## config.mk

```make
export PLATFORM = sky130hd
export DESIGN_NAME = audio_fade_and_pan_envelope_core_flat
export DESIGN_NICKNAME = d
export VERILOG_FILES = /design/src/hdl/afpe_pkg.sv /design/src/hdl/afpe_if.sv /design/src/hdl/audio_fade_and_pan_envelope_core.sv /design/src/hdl/afpe_serdiv.sv /design/src/flat_wrapper.sv
export SDC_FILE = /design/constraint.sdc
export NUM_CORES = 2
export LEC_CHECK = 0
export BUFFER_PORTS_ARGS = -buffer_cell sky130_fd_sc_hd__buf_4
export CAP_MARGIN = 40
export CORE_MARGIN = 1.5
export CORE_UTILIZATION = 40
export DETAILED_ROUTE_END_ITERATION = 10
export HOLD_SLACK_MARGIN = 0.05
export PLACE_DENSITY_LB_ADDON = 0.3
export SLEW_MARGIN = 20
export SYNTH_ARGS = -nofsm -noshare
export SYNTH_HDL_FRONTEND = slang
export SYNTH_SLANG_ARGS = --single-unit
export TNS_END_PERCENT = 10
```

## constraint.sdc

```tcl
create_clock -name i_clk -period 11 [get_ports i_clk]
set_input_delay 0.55 -clock i_clk [delete_from_list [all_inputs] [get_ports i_clk]]
set_output_delay 0.55 -clock i_clk [all_outputs]
set_load 0.05 [all_outputs]
```

## src/hdl/afpe_pkg.sv

```systemverilog
// ============================================================================
// afpe_pkg: shared types and constants for the fade and pan envelope core
// Frame payload, configuration register indexes, effect codes and the
// request and result bundles of the serial divider.
// ============================================================================
`default_nettype none

package afpe_pkg;

    localparam int SAMPLE_W  = 16;
    localparam int RAMP_W    = 24;
    localparam int TOTAL_W   = 31;
    localparam int COUNT_W   = 32;
    localparam int PROD_W    = SAMPLE_W + RAMP_W;
    localparam int CFG_IDX_W = 8;
    localparam int CFG_DAT_W = 32;

    localparam logic [CFG_IDX_W-1:0] REG_EFFECT_MODE  = CFG_IDX_W'(0);
    localparam logic [CFG_IDX_W-1:0] REG_STEREO       = CFG_IDX_W'(1);
    localparam logic [CFG_IDX_W-1:0] REG_RAMP_FRAMES  = CFG_IDX_W'(2);
    localparam logic [CFG_IDX_W-1:0] REG_TOTAL_FRAMES = CFG_IDX_W'(3);

    localparam logic [1:0] MODE_FADE_IN  = 2'd0;
    localparam logic [1:0] MODE_FADE_OUT = 2'd1;
    localparam logic [1:0] MODE_PAN      = 2'd2;

    typedef struct packed {
        logic signed [SAMPLE_W-1:0] left_sample;
        logic signed [SAMPLE_W-1:0] right_sample;
    } t_frame_in;

    typedef struct packed {
        logic signed [SAMPLE_W-1:0] left_out;
        logic signed [SAMPLE_W-1:0] right_out;
    } t_frame_out;

    typedef struct packed {
        logic              start;
        logic [PROD_W-1:0] dividend;
        logic [RAMP_W-1:0] divisor;
    } t_div_req;

    typedef struct packed {
        logic                done;
        logic [SAMPLE_W-1:0] quotient;
    } t_div_res;

endpackage

`default_nettype wire

```

## src/hdl/afpe_if.sv

```systemverilog
// ============================================================================
// afpe_if: channel interfaces of the fade and pan envelope core
// Valid/ready frame channels for input and output, and the register write
// channel.
// ============================================================================
`default_nettype none

interface afpe_in_if import afpe_pkg::*; ();
    logic      valid;
    logic      ready;
    t_frame_in data;

    modport source (output valid, output data, input ready);
    modport sink   (input valid, input data, output ready);
endinterface

interface afpe_out_if import afpe_pkg::*; ();
    logic       valid;
    logic       ready;
    t_frame_out data;

    modport source (output valid, output data, input ready);
    modport sink   (input valid, input data, output ready);
endinterface

interface afpe_cfg_if import afpe_pkg::*; ();
    logic                 valid;
    logic                 ready;
    logic [CFG_IDX_W-1:0] index;
    logic [CFG_DAT_W-1:0] data;

    modport source (output valid, output index, output data, input ready);
    modport sink   (input valid, input index, input data, output ready);
endinterface

`default_nettype wire

```

## src/hdl/audio_fade_and_pan_envelope_core.sv

```systemverilog
// ============================================================================
// audio_fade_and_pan_envelope_core: linear fade and pan for 16-bit PCM
// Scales each frame by a gain ramp from a running frame count, with one
// shared multiplier and serial divider.
// ============================================================================
// One frame is taken at a time; the input is not ready until the frame has
// been handed to the output register, which can still hold it while the next
// frame comes in. A frame whose channels only pass or are zeroed goes from
// acceptance through the plan state, one channel state per side and the
// push state to the output register. Each channel that is scaled adds one
// multiply, the divider load, 16 divider steps, one quotient bit per cycle,
// and the taking of the quotient. The divider is the shared unit that
// sets the pace. Registers are written through the configuration
// channel, which is always ready; write them only while no frame is in
// flight. The frame counter starts from zero at reset and saturates.
`default_nettype none

module audio_fade_and_pan_envelope_core import afpe_pkg::*; (
    input  wire logic  i_clk,
    input  wire logic  i_rst_n,
    afpe_in_if.sink    i_in,
    afpe_out_if.source o_out,
    afpe_cfg_if.sink   i_cfg
);

    typedef enum logic [2:0] {
        S_IDLE,
        S_PLAN,
        S_CHAN,
        S_MUL,
        S_DIVGO,
        S_DIV,
        S_PUSH
    } t_state;

    typedef enum logic [1:0] {
        OP_PASS,
        OP_ZERO,
        OP_SCALE
    } t_op;

    t_state r_state;

    logic [1:0]         r_mode;
    logic               r_stereo;
    logic [RAMP_W-1:0]  r_ramp;
    logic [TOTAL_W-1:0] r_total;
    logic [COUNT_W-1:0] r_frames;

    logic [COUNT_W-1:0]         r_k;
    logic signed [SAMPLE_W-1:0] r_left_in;
    logic signed [SAMPLE_W-1:0] r_right_in;
    t_op                        r_op_l;
    t_op                        r_op_r;
    logic [RAMP_W-1:0]          r_gain_l;
    logic [RAMP_W-1:0]          r_gain_r;
    logic                       r_ch;
    logic [PROD_W-1:0]          r_prod;
    logic                       r_neg;
    logic signed [SAMPLE_W-1:0] r_res_l;
    logic signed [SAMPLE_W-1:0] r_res_r;
    logic                       r_out_valid;
    t_frame_out                 r_out_data;

    logic               in_fire;
    logic [COUNT_W-1:0] ramp_ext;
    logic [COUNT_W-1:0] total_ext;
    logic               k_lt_r;
    logic [RAMP_W-1:0]  kp1;
    logic [COUNT_W-1:0] s_cnt;
    logic [COUNT_W-1:0] t_cnt;
    t_op                plan_l;
    t_op                plan_r;
    logic [RAMP_W-1:0]  plan_gain_l;
    logic [RAMP_W-1:0]  plan_gain_r;

    t_op                        cur_op;
    logic [RAMP_W-1:0]          cur_gain;
    logic signed [SAMPLE_W-1:0] cur_x;
    logic [SAMPLE_W-1:0]        cur_mag;
    logic signed [SAMPLE_W-1:0] cur_direct;
    logic signed [SAMPLE_W-1:0] div_signed;

    t_div_req div_req;
    t_div_res div_res;

    assign in_fire     = i_in.valid && i_in.ready;
    assign i_in.ready  = (r_state == S_IDLE);
    assign i_cfg.ready = 1'b1;
    assign o_out.valid = r_out_valid;
    assign o_out.data  = r_out_data;

    always_ff @(posedge i_clk) begin
        if (!i_rst_n) begin
            r_mode   <= MODE_FADE_IN;
            r_stereo <= 1'b1;
            r_ramp   <= '0;
            r_total  <= '0;
        end else if (i_cfg.valid && i_cfg.ready) begin
            case (i_cfg.index)
                REG_EFFECT_MODE:  r_mode   <= i_cfg.data[1:0];
                REG_STEREO:       r_stereo <= i_cfg.data[0];
                REG_RAMP_FRAMES:  r_ramp   <= i_cfg.data[RAMP_W-1:0];
                REG_TOTAL_FRAMES: r_total  <= i_cfg.data[TOTAL_W-1:0];
                default: ;
            endcase
        end
    end

    assign ramp_ext  = {{(COUNT_W-RAMP_W){1'b0}}, r_ramp};
    assign total_ext = {{(COUNT_W-TOTAL_W){1'b0}}, r_total};
    assign k_lt_r    = r_k < ramp_ext;
    assign kp1       = r_k[RAMP_W-1:0] + RAMP_W'(1);
    assign s_cnt     = (r_k < total_ext) ? total_ext - r_k : '0;
    assign t_cnt     = (s_cnt != '0) ? s_cnt - COUNT_W'(1) : '0;

    always_comb begin
        plan_l      = OP_PASS;
        plan_r      = OP_PASS;
        plan_gain_l = kp1;
        plan_gain_r = kp1;
        if (r_ramp != '0) begin
            case (r_mode)
                MODE_FADE_IN: begin
                    if (k_lt_r) begin
                        plan_l = OP_SCALE;
                        plan_r = OP_SCALE;
                    end
                end
                MODE_FADE_OUT: begin
                    plan_gain_l = t_cnt[RAMP_W-1:0];
                    plan_gain_r = t_cnt[RAMP_W-1:0];
                    if (s_cnt == '0) begin
                        plan_l = OP_ZERO;
                    end else if (s_cnt < ramp_ext) begin
                        plan_l = OP_SCALE;
                    end
                    if (t_cnt == '0) begin
                        plan_r = OP_ZERO;
                    end else if (t_cnt < ramp_ext) begin
                        plan_r = OP_SCALE;
                    end
                end
                MODE_PAN: begin
                    plan_gain_l = r_ramp - kp1;
                    if (k_lt_r) begin
                        plan_l = OP_SCALE;
                        plan_r = OP_SCALE;
                    end else begin
                        plan_l = OP_ZERO;
                    end
                end
                default: ;
            endcase
        end
        if (!r_stereo) begin
            plan_r = OP_ZERO;
        end
    end

    assign cur_op     = r_ch ? r_op_r : r_op_l;
    assign cur_gain   = r_ch ? r_gain_r : r_gain_l;
    assign cur_x      = r_ch ? r_right_in : r_left_in;
    assign cur_mag    = cur_x[SAMPLE_W-1] ? (~cur_x) + SAMPLE_W'(1) : cur_x;
    assign cur_direct = (cur_op == OP_ZERO) ? '0 : cur_x;
    assign div_signed = r_neg ? $signed(SAMPLE_W'(~div_res.quotient + SAMPLE_W'(1)))
                              : $signed(div_res.quotient);

    assign div_req.start    = (r_state == S_DIVGO);
    assign div_req.dividend = r_prod;
    assign div_req.divisor  = r_ramp;

    afpe_serdiv u_div (
        .i_clk   (i_clk),
        .i_rst_n (i_rst_n),
        .i_req   (div_req),
        .o_res   (div_res)
    );

    always_ff @(posedge i_clk) begin
        if (!i_rst_n) begin
            r_state     <= S_IDLE;
            r_frames    <= '0;
            r_out_valid <= 1'b0;
            r_ch        <= 1'b0;
        end else begin
            if (r_out_valid && o_out.ready && (r_state != S_PUSH)) begin
                r_out_valid <= 1'b0;
            end
            case (r_state)
                S_IDLE: begin
                    if (in_fire) begin
                        r_k        <= r_frames;
                        r_left_in  <= i_in.data.left_sample;
                        r_right_in <= i_in.data.right_sample;
                        if (r_frames != '1) begin
                            r_frames <= r_frames + COUNT_W'(1);
                        end
                        r_state <= S_PLAN;
                    end
                end
                S_PLAN: begin
                    r_op_l   <= plan_l;
                    r_op_r   <= plan_r;
                    r_gain_l <= plan_gain_l;
                    r_gain_r <= plan_gain_r;
                    r_ch     <= 1'b0;
                    r_state  <= S_CHAN;
                end
                S_CHAN: begin
                    if (cur_op == OP_SCALE) begin
                        r_state <= S_MUL;
                    end else begin
                        if (r_ch) begin
                            r_res_r <= cur_direct;
                            r_state <= S_PUSH;
                        end else begin
                            r_res_l <= cur_direct;
                            r_ch    <= 1'b1;
                        end
                    end
                end
                S_MUL: begin
                    r_prod  <= {{RAMP_W{1'b0}}, cur_mag} * {{SAMPLE_W{1'b0}}, cur_gain};
                    r_neg   <= cur_x[SAMPLE_W-1];
                    r_state <= S_DIVGO;
                end
                S_DIVGO: begin
                    r_state <= S_DIV;
                end
                S_DIV: begin
                    if (div_res.done) begin
                        if (r_ch) begin
                            r_res_r <= div_signed;
                            r_state <= S_PUSH;
                        end else begin
                            r_res_l <= div_signed;
                            r_ch    <= 1'b1;
                            r_state <= S_CHAN;
                        end
                    end
                end
                S_PUSH: begin
                    if (!r_out_valid || o_out.ready) begin
                        r_out_valid          <= 1'b1;
                        r_out_data.left_out  <= r_res_l;
                        r_out_data.right_out <= r_res_r;
                        r_state              <= S_IDLE;
                    end
                end
                default: r_state <= S_IDLE;
            endcase
        end
    end

endmodule

`default_nettype wire

```

## src/hdl/afpe_serdiv.sv

```systemverilog
// ============================================================================
// afpe_serdiv: restoring serial divider
// Divides a gain product by the ramp length, one quotient bit per cycle.
// The quotient is known to fit in the sample width, so only that many
// steps run.
// ============================================================================
`default_nettype none

module afpe_serdiv import afpe_pkg::*; (
    input  wire logic     i_clk,
    input  wire logic     i_rst_n,
    input  wire t_div_req i_req,
    output t_div_res      o_res
);

    localparam int CNT_W = $clog2(SAMPLE_W + 1);

    logic [RAMP_W-1:0]   r_rem;
    logic [SAMPLE_W-1:0] r_low;
    logic [RAMP_W-1:0]   r_div;
    logic [CNT_W-1:0]    r_cnt;
    logic                r_busy;
    logic                r_done;

    logic [RAMP_W:0]   part;
    logic [RAMP_W+1:0] diff;

    assign part = {r_rem, r_low[SAMPLE_W-1]};
    assign diff = {1'b0, part} - {2'b00, r_div};

    always_ff @(posedge i_clk) begin
        if (!i_rst_n) begin
            r_busy <= 1'b0;
            r_done <= 1'b0;
            r_cnt  <= '0;
        end else begin
            r_done <= 1'b0;
            if (i_req.start) begin
                r_busy <= 1'b1;
                r_cnt  <= CNT_W'(SAMPLE_W);
            end else if (r_busy) begin
                r_cnt <= r_cnt - CNT_W'(1);
                if (r_cnt == CNT_W'(1)) begin
                    r_busy <= 1'b0;
                    r_done <= 1'b1;
                end
            end
        end
    end

    always_ff @(posedge i_clk) begin
        if (i_req.start) begin
            r_rem <= i_req.dividend[PROD_W-1:SAMPLE_W];
            r_low <= i_req.dividend[SAMPLE_W-1:0];
            r_div <= i_req.divisor;
        end else if (r_busy) begin
            if (!diff[RAMP_W+1]) begin
                r_rem <= diff[RAMP_W-1:0];
                r_low <= {r_low[SAMPLE_W-2:0], 1'b1};
            end else begin
                r_rem <= part[RAMP_W-1:0];
                r_low <= {r_low[SAMPLE_W-2:0], 1'b0};
            end
        end
    end

    assign o_res.done     = r_done;
    assign o_res.quotient = r_low;

endmodule

`default_nettype wire
```

## src/flat_wrapper.sv

```systemverilog
// flat-port wrapper written by rule: the top's interface ports become plain ports
module audio_fade_and_pan_envelope_core_flat import afpe_pkg::*;
  (i_clk, i_rst_n, i_in_valid, i_in_data, i_in_ready, o_out_valid, o_out_data, o_out_ready, i_cfg_valid, i_cfg_index, i_cfg_data, i_cfg_ready);
  afpe_in_if i_in_i ();
  afpe_out_if o_out_i ();
  afpe_cfg_if i_cfg_i ();
  input  wire logic i_clk;
  input  wire logic i_rst_n;
  input wire logic [$bits(i_in_i.valid)-1:0] i_in_valid;
  input wire logic [$bits(i_in_i.data)-1:0] i_in_data;
  output wire logic [$bits(i_in_i.ready)-1:0] i_in_ready;
  output wire logic [$bits(o_out_i.valid)-1:0] o_out_valid;
  output wire logic [$bits(o_out_i.data)-1:0] o_out_data;
  input wire logic [$bits(o_out_i.ready)-1:0] o_out_ready;
  input wire logic [$bits(i_cfg_i.valid)-1:0] i_cfg_valid;
  input wire logic [$bits(i_cfg_i.index)-1:0] i_cfg_index;
  input wire logic [$bits(i_cfg_i.data)-1:0] i_cfg_data;
  output wire logic [$bits(i_cfg_i.ready)-1:0] i_cfg_ready;
  assign i_in_i.valid = i_in_valid;
  assign i_in_i.data = i_in_data;
  assign i_in_ready = i_in_i.ready;
  assign o_out_valid = o_out_i.valid;
  assign o_out_data = o_out_i.data;
  assign o_out_i.ready = o_out_ready;
  assign i_cfg_i.valid = i_cfg_valid;
  assign i_cfg_i.index = i_cfg_index;
  assign i_cfg_i.data = i_cfg_data;
  assign i_cfg_ready = i_cfg_i.ready;
  audio_fade_and_pan_envelope_core u_core (.i_clk(i_clk), .i_rst_n(i_rst_n), .i_in(i_in_i), .o_out(o_out_i), .i_cfg(i_cfg_i));
endmodule
```

Yosys cells after proc, flatten, opt, wreduce, memory -nomap -nowiden
Index checks and enable logic that the tools add are counted.

Flip-flop bits (word level): 387. Input bits: 77. Output and inout port bits: 35. Word-level logic and storage cells: 160.

Add/sub/neg operators: 9. $mul: 1. Magnitude comparators: 4. Eq/ne operators: 25. Multiplexer cells: 56. Bitwise logic cells: 4. Reductions and logical operators: 32.

Operators by type and width (number): $mux 16 (14); $mux 24 (7); $lt 32x24->1 (3); $logic_not 32->1 (2); $mux 32 (2); $pmux 16 s2 (2); $pmux 24 s2 (1); $mul 16x24->40 (1); $add 32x1->32 const B (1); $lt 32x31->1 (1); $ne 32x32->1 const B (1); $not 16->16 (2); $reduce_bool 32->1 (1); $sub 31x32->32 (1); $sub 32x1->32 const B (1); $sub 25x24->26 (1); $add 24x1->24 const B (1); $reduce_bool 24->1 (1); $sub 24x24->24 (1); $pmux 3 s7 (1); $mux 3 (6); $add 16x1->16 const B (1); $add 16x2->16 const B (1); $eq 8x2->1 const B (2); 33 further kinds (76).

Logic depth before layout (Yosys ltp)
Word-level depth: 9. Depth in mapped cells: 38. Depth with buffers taken out: 35.

Hierarchy
A second synthesis with hierarchy kept.

Cell total of the unflattened synthesis: 3762. Area, all modules: 35345.1 µm².

Modules (own cells, without submodules): audio_fade_and_pan_envelope_core (times used 1, cells an instance 3361, area each 31022.3 µm², sequential area each 8538.2 µm²); afpe_serdiv (times used 1, cells an instance 401, area each 4322.9 µm², sequential area each 2062.0 µm²).

Least setup slack after synthesis
OpenSTA, ideal clock, no wires.

Kind: register -> register. From: register u_core.r_ch. To: register u_core.r_prod[35] (data pin). Arrival time: 8.180 ns. Data required time: 10.742 ns. Setup slack: 2.563 ns. Stages on the path, launching flop included: 32. Buffers on the path: 5. Path through: dfxtp_1 clkbuf_1 clkbuf_1 buf_1 mux2i_1 clkbuf_1 a31oi_1 xnor2_1 clkbuf_1 nand2_1 fa_1 inv_1 fa_1 fa_1 inv_1 fa_1 fa_1 inv_1 fa_1 ha_1 a21o_1 a21o_1 a21oi_1 a21boi_0 o21ai_0 a21oi_1 nor3_1 nor3_1 o31ai_1 a21o_1 a21oi_1 xnor2_1.

Word-level cells in the longest chain between the ends: 5.

Ends and longest elaborated chain: start, declared (line audio_fade_and_pan_envelope_core.sv:57) `logic r_ch;`; start signal, assigned (line audio_fade_and_pan_envelope_core.sv:185) `r_ch <= 1'b0;`; start signal, assigned (line audio_fade_and_pan_envelope_core.sv:207) `r_ch <= 1'b0;`; start signal, assigned (line audio_fade_and_pan_envelope_core.sv:219) `r_ch <= 1'b1;`; $mux 16 (line audio_fade_and_pan_envelope_core.sv:163) `assign cur_x = r_ch ? r_right_in : r_left_in;`; $not 16->16 (line audio_fade_and_pan_envelope_core.sv:164) `assign cur_mag = cur_x[SAMPLE_W-1] ? (~cur_x) + SAMPLE_W'(1) : cur_x;`; $add 16x2->16 (line audio_fade_and_pan_envelope_core.sv:164); $mux 16 (line audio_fade_and_pan_envelope_core.sv:164); $mul 16x24->40 (*) (line audio_fade_and_pan_envelope_core.sv:224) `r_prod <= {{RAMP_W{1'b0}}, cur_mag} * {{SAMPLE_W{1'b0}}, cur_gain};`; end signal, assigned (line audio_fade_and_pan_envelope_core.sv:224); end, declared (line audio_fade_and_pan_envelope_core.sv:58) `logic [PROD_W-1:0] r_prod;`.

Mark *: on every way between the ends. The rest lies on a longest branch, timed or not. A chain may end at the register's enable or synchronous reset.

Worst setup path after layout
From: register u_core.r_ch. To: register u_core.r_prod[39] (data pin).

Same word-level chain as after synthesis.

==> results.sh <==
export IMPL_dpl_hpwl_um=75400
export IMPL_die_h_um=300
export IMPL_yosys_top_cells_area="edfxtp_1 (24%), fa_1 (18%), ha_1 (9.7%)"
export IMPL_ant_nets=0
export IMPL_synth_commonest_cells="nand2_1 (552), inv_1 (499), fa_1 (309)"
export IMPL_fmax_mhz=101
export IMPL_slew_headroom_pct=45.6
export IMPL_antenna_found_initial=1
export IMPL_tightest_slew_ns=0.793
export IMPL_path_class="flip-flop to flip-flop"
export IMPL_cp_common_cell="fa_1"
export IMPL_synth_compound_area_share_pct=12.7
export IMPL_synth_top_area_share_pct=24.3
export IMPL_final_nets=4515
export IMPL_critical_path_buf_inv_count=5
export IMPL_synth_top_family_by_area="adder cells"
export IMPL_cts_hold_buffers=0
export IMPL_root_buffer="clkbuf_16"
export IMPL_vias=26900
export IMPL_hold_start="i_in_data[3]"
export IMPL_syn_inst=3773
export IMPL_rsz0062_at_grt="false"
export IMPL_grt_pass1_wl_um=151000
export IMPL_avgRoutedWirePerCell_um=18.9
export IMPL_synth_fa_ha_area_share_pct=27.2
export IMPL_cp_slowest_stage_delay_ns=0.58
export IMPL_num_antenna_cells=0
export IMPL_worstRegToRegCells=29
export IMPL_core_area_sq_um=87000
export IMPL_regArea_sq_um=10600
export IMPL_routed_via_density=5.34
export IMPL_worstPathArrival_ns=10.26
export IMPL_grt_max_degree=101
export IMPL_gp_congestion=0.931
export IMPL_rows=108
export IMPL_synthMostInstantiatedCell="nand2_1"
export IMPL_outcome="completed"
export IMPL_grt_usage_pct=21.4
export IMPL_dieArea_sq_um=89800
export IMPL_ys_seq_area_share_pct=30.1
export IMPL_synth_main_ff_cell="edfxtp_1"
export IMPL_synth_edff_count=285
export IMPL_setup_tns_final_ns=0
export IMPL_synthMuxAreaShare_pct=2.92
export IMPL_reg2reg_to="u_core.r_prod[39]"
export IMPL_period_share_pct=90.2
export IMPL_cts_buffers_inserted=44
export IMPL_path_clk_slew_ns=0.06
export IMPL_synth_warnings=0
export IMPL_cts_resized=0
export IMPL_multiInputGateArea_sq_um=22200
export IMPL_cp_data_required_time_ns=11.34
export IMPL_cts_tree="built"
export IMPL_clock_latency_ns=0.61
export IMPL_dr_pass1_iters=5
export IMPL_start_util_pct=40.5
export IMPL_hold_slack_ns=0.140
export IMPL_die_w_um=300
export IMPL_synthToLayoutAreaGrowth_pct=10.9
export IMPL_post_cts_setup_buffers=0
export IMPL_reg2reg_slack_ns=1.08
export IMPL_final_layout_size_suffix_gt1_share_pct=8.73
export IMPL_synth_xor_area_share_pct=4.55
export IMPL_hp_class="input pin to flip-flop"
export IMPL_cap_violations=0
export IMPL_clkSinkCount=387
export IMPL_syn_nets=4431
export IMPL_final_max_slew_viol_count=0
export IMPL_port_buffer_count=109
export IMPL_r2r_start="u_core.r_ch"
export IMPL_synthesis_area_sq_um=35200
export IMPL_setup_viol=0
export IMPL_h_tree_depth=2
export IMPL_crit_family="adder cells"
export IMPL_nFillCells=8475
export IMPL_clock_path_buffers=3
export IMPL_crit_fanout=19
export IMPL_grt_pass1_vias=26800
export IMPL_ys_seq_elements=387
export IMPL_period_needed_ns=9.92
export IMPL_slowest_stage="mux2_2"
export IMPL_route_detailed_drc=0
export IMPL_async_flop_share_pct=0
export IMPL_drt_total_wl_um=95400
export IMPL_yosys_area_top_type="edfxtp_1"
export IMPL_cp_end_kind="flip-flop"
export IMPL_synthSimpleGateAreaFrac_pct=15.6
export IMPL_hold_depth=1
export IMPL_final_hold_viol_count=0
export IMPL_synth_avg_cell_area_sq_um=9.33
export IMPL_start_kind="flip-flop"
export IMPL_skew_ns=0.0319
export IMPL_grt_overflow=0
export IMPL_min_to="u_core.r_right_in[3]"
export IMPL_ys_types=96
export IMPL_io_pins=112
export IMPL_first_iter_violations=1945
-- through the flow --
stage | worst slack, ns | instances | cell area, sq um | util [%]
after floorplan | 2.56 | 3773 | 35200 | -
after global placement | 1.21 | 4947 | 37400 | 42.9
after detailed placement | 1.15 | 4961 | 37500 | 43.1
after CTS | 1.13 | 5043 | 39000 | 44.8
after global routing | 0.609 | 5048 | 39000 | 44.9
final | 1.08 | 5048 | 39000 | 44.9
-- sequential cells by signal, summed over array words and instances (netlist names), 2 cells and up --
register	cells
u_core.r_prod	40
u_core.r_frames	32
u_core.r_op_r	2
u_core.r_right_in	16
u_core.r_total	31
u_core.r_gain_l	24
u_core.r_state	3
u_core.r_gain_r	24
u_core.r_res_l	16
u_core.r_res_r	16
u_core.r_mode	2
u_core.u_div.r_low	16
u_core.r_op_l	2
u_core.r_ramp	24
u_core.u_div.r_rem	24
u_core.r_left_in	16
u_core.r_k	32
u_core.u_div.r_cnt	5
u_core.o_out.data	32
u_core.u_div.r_div	24
-- final cells by class --
cell class | instances | share of cell area [%]
multi-input cells | 2745 | 57.0
flip-flops and latches | 387 | 27.2
inverters | 501 | 4.82
well taps | 1155 | 3.70
repair buffers | 178 | 3.64
clock buffers | 53 | 2.96
clock inverters | 29 | 0.724
-- logic make-up (layout without fill, tap and decap cells) --
group	after synthesis	after routing
compound gates	664	664
xor+xnor	182	182
fa+ha+maj	581	581
buf+inv	641	761
flops	387	387
mux	99	99
other cells	1	1
simple gates	1218	1218
-- per-layer routing --
metal | wire [um] | GRT usage (%) | share of wire [%] | vias up
met5 | 0 | 0 | 0 | -
met4 | 2800 | 6.25 | 2.9 | 0
met3 | 5220 | 2.41 | 5.5 | 158
met2 | 44300 | 35.4 | 46 | 777
met1 | 43100 | 29.5 | 45 | 13100
li1 | - | - | - | 12900
-- worst max-delay path by stage --
| stage | from | to | slack, ns | cells past startpoint |
|---|---|---|---|---|
| CTS | u_core.r_ch | u_core.r_prod[39] | 1.13 | 29 |
| detailed placement | u_core.r_ch | u_core.r_prod[39] | 1.15 | 29 |
| global route | u_core.r_ch | u_core.r_prod[39] | 0.61 | 29 |
| floorplan | u_core.r_ch | u_core.r_prod[35] | 2.56 | 31 |
| global placement | u_core.r_ch | u_core.r_prod[39] | 1.21 | 30 |
| finish | u_core.r_ch | u_core.r_prod[39] | 1.08 | 29 |
-- placed cells by master (no fill, tap or decap), drive strengths merged, types with 102 or more instances in the layout --
cell type  instances
edfxtp           285
ha               272
dfxtp            102
fa               309
a21oi            196
xnor2            121
inv              508
buf              177
nand2            552
nor2             283
-- worst register-to-register path: cells and delay by family (launching register included) --
| family | cells | cell delay (ns) |
|---|---|---|
| AOI/OAI and AO/OA | 7 | 1.84 |
| buffers and inverters | 5 | 1.07 |
| and+or+nand+nor | 6 | 1.24 |
| muxes | 1 | 0.59 |
| adders and majority gates | 8 | 3.78 |
| DFF | 1 | 0.57 |
| xor gates and xnor gates | 2 | 0.60 |
Power is not shown: default switching activity piles up to over one toggle a cycle in this logic, so the estimate is an artifact.
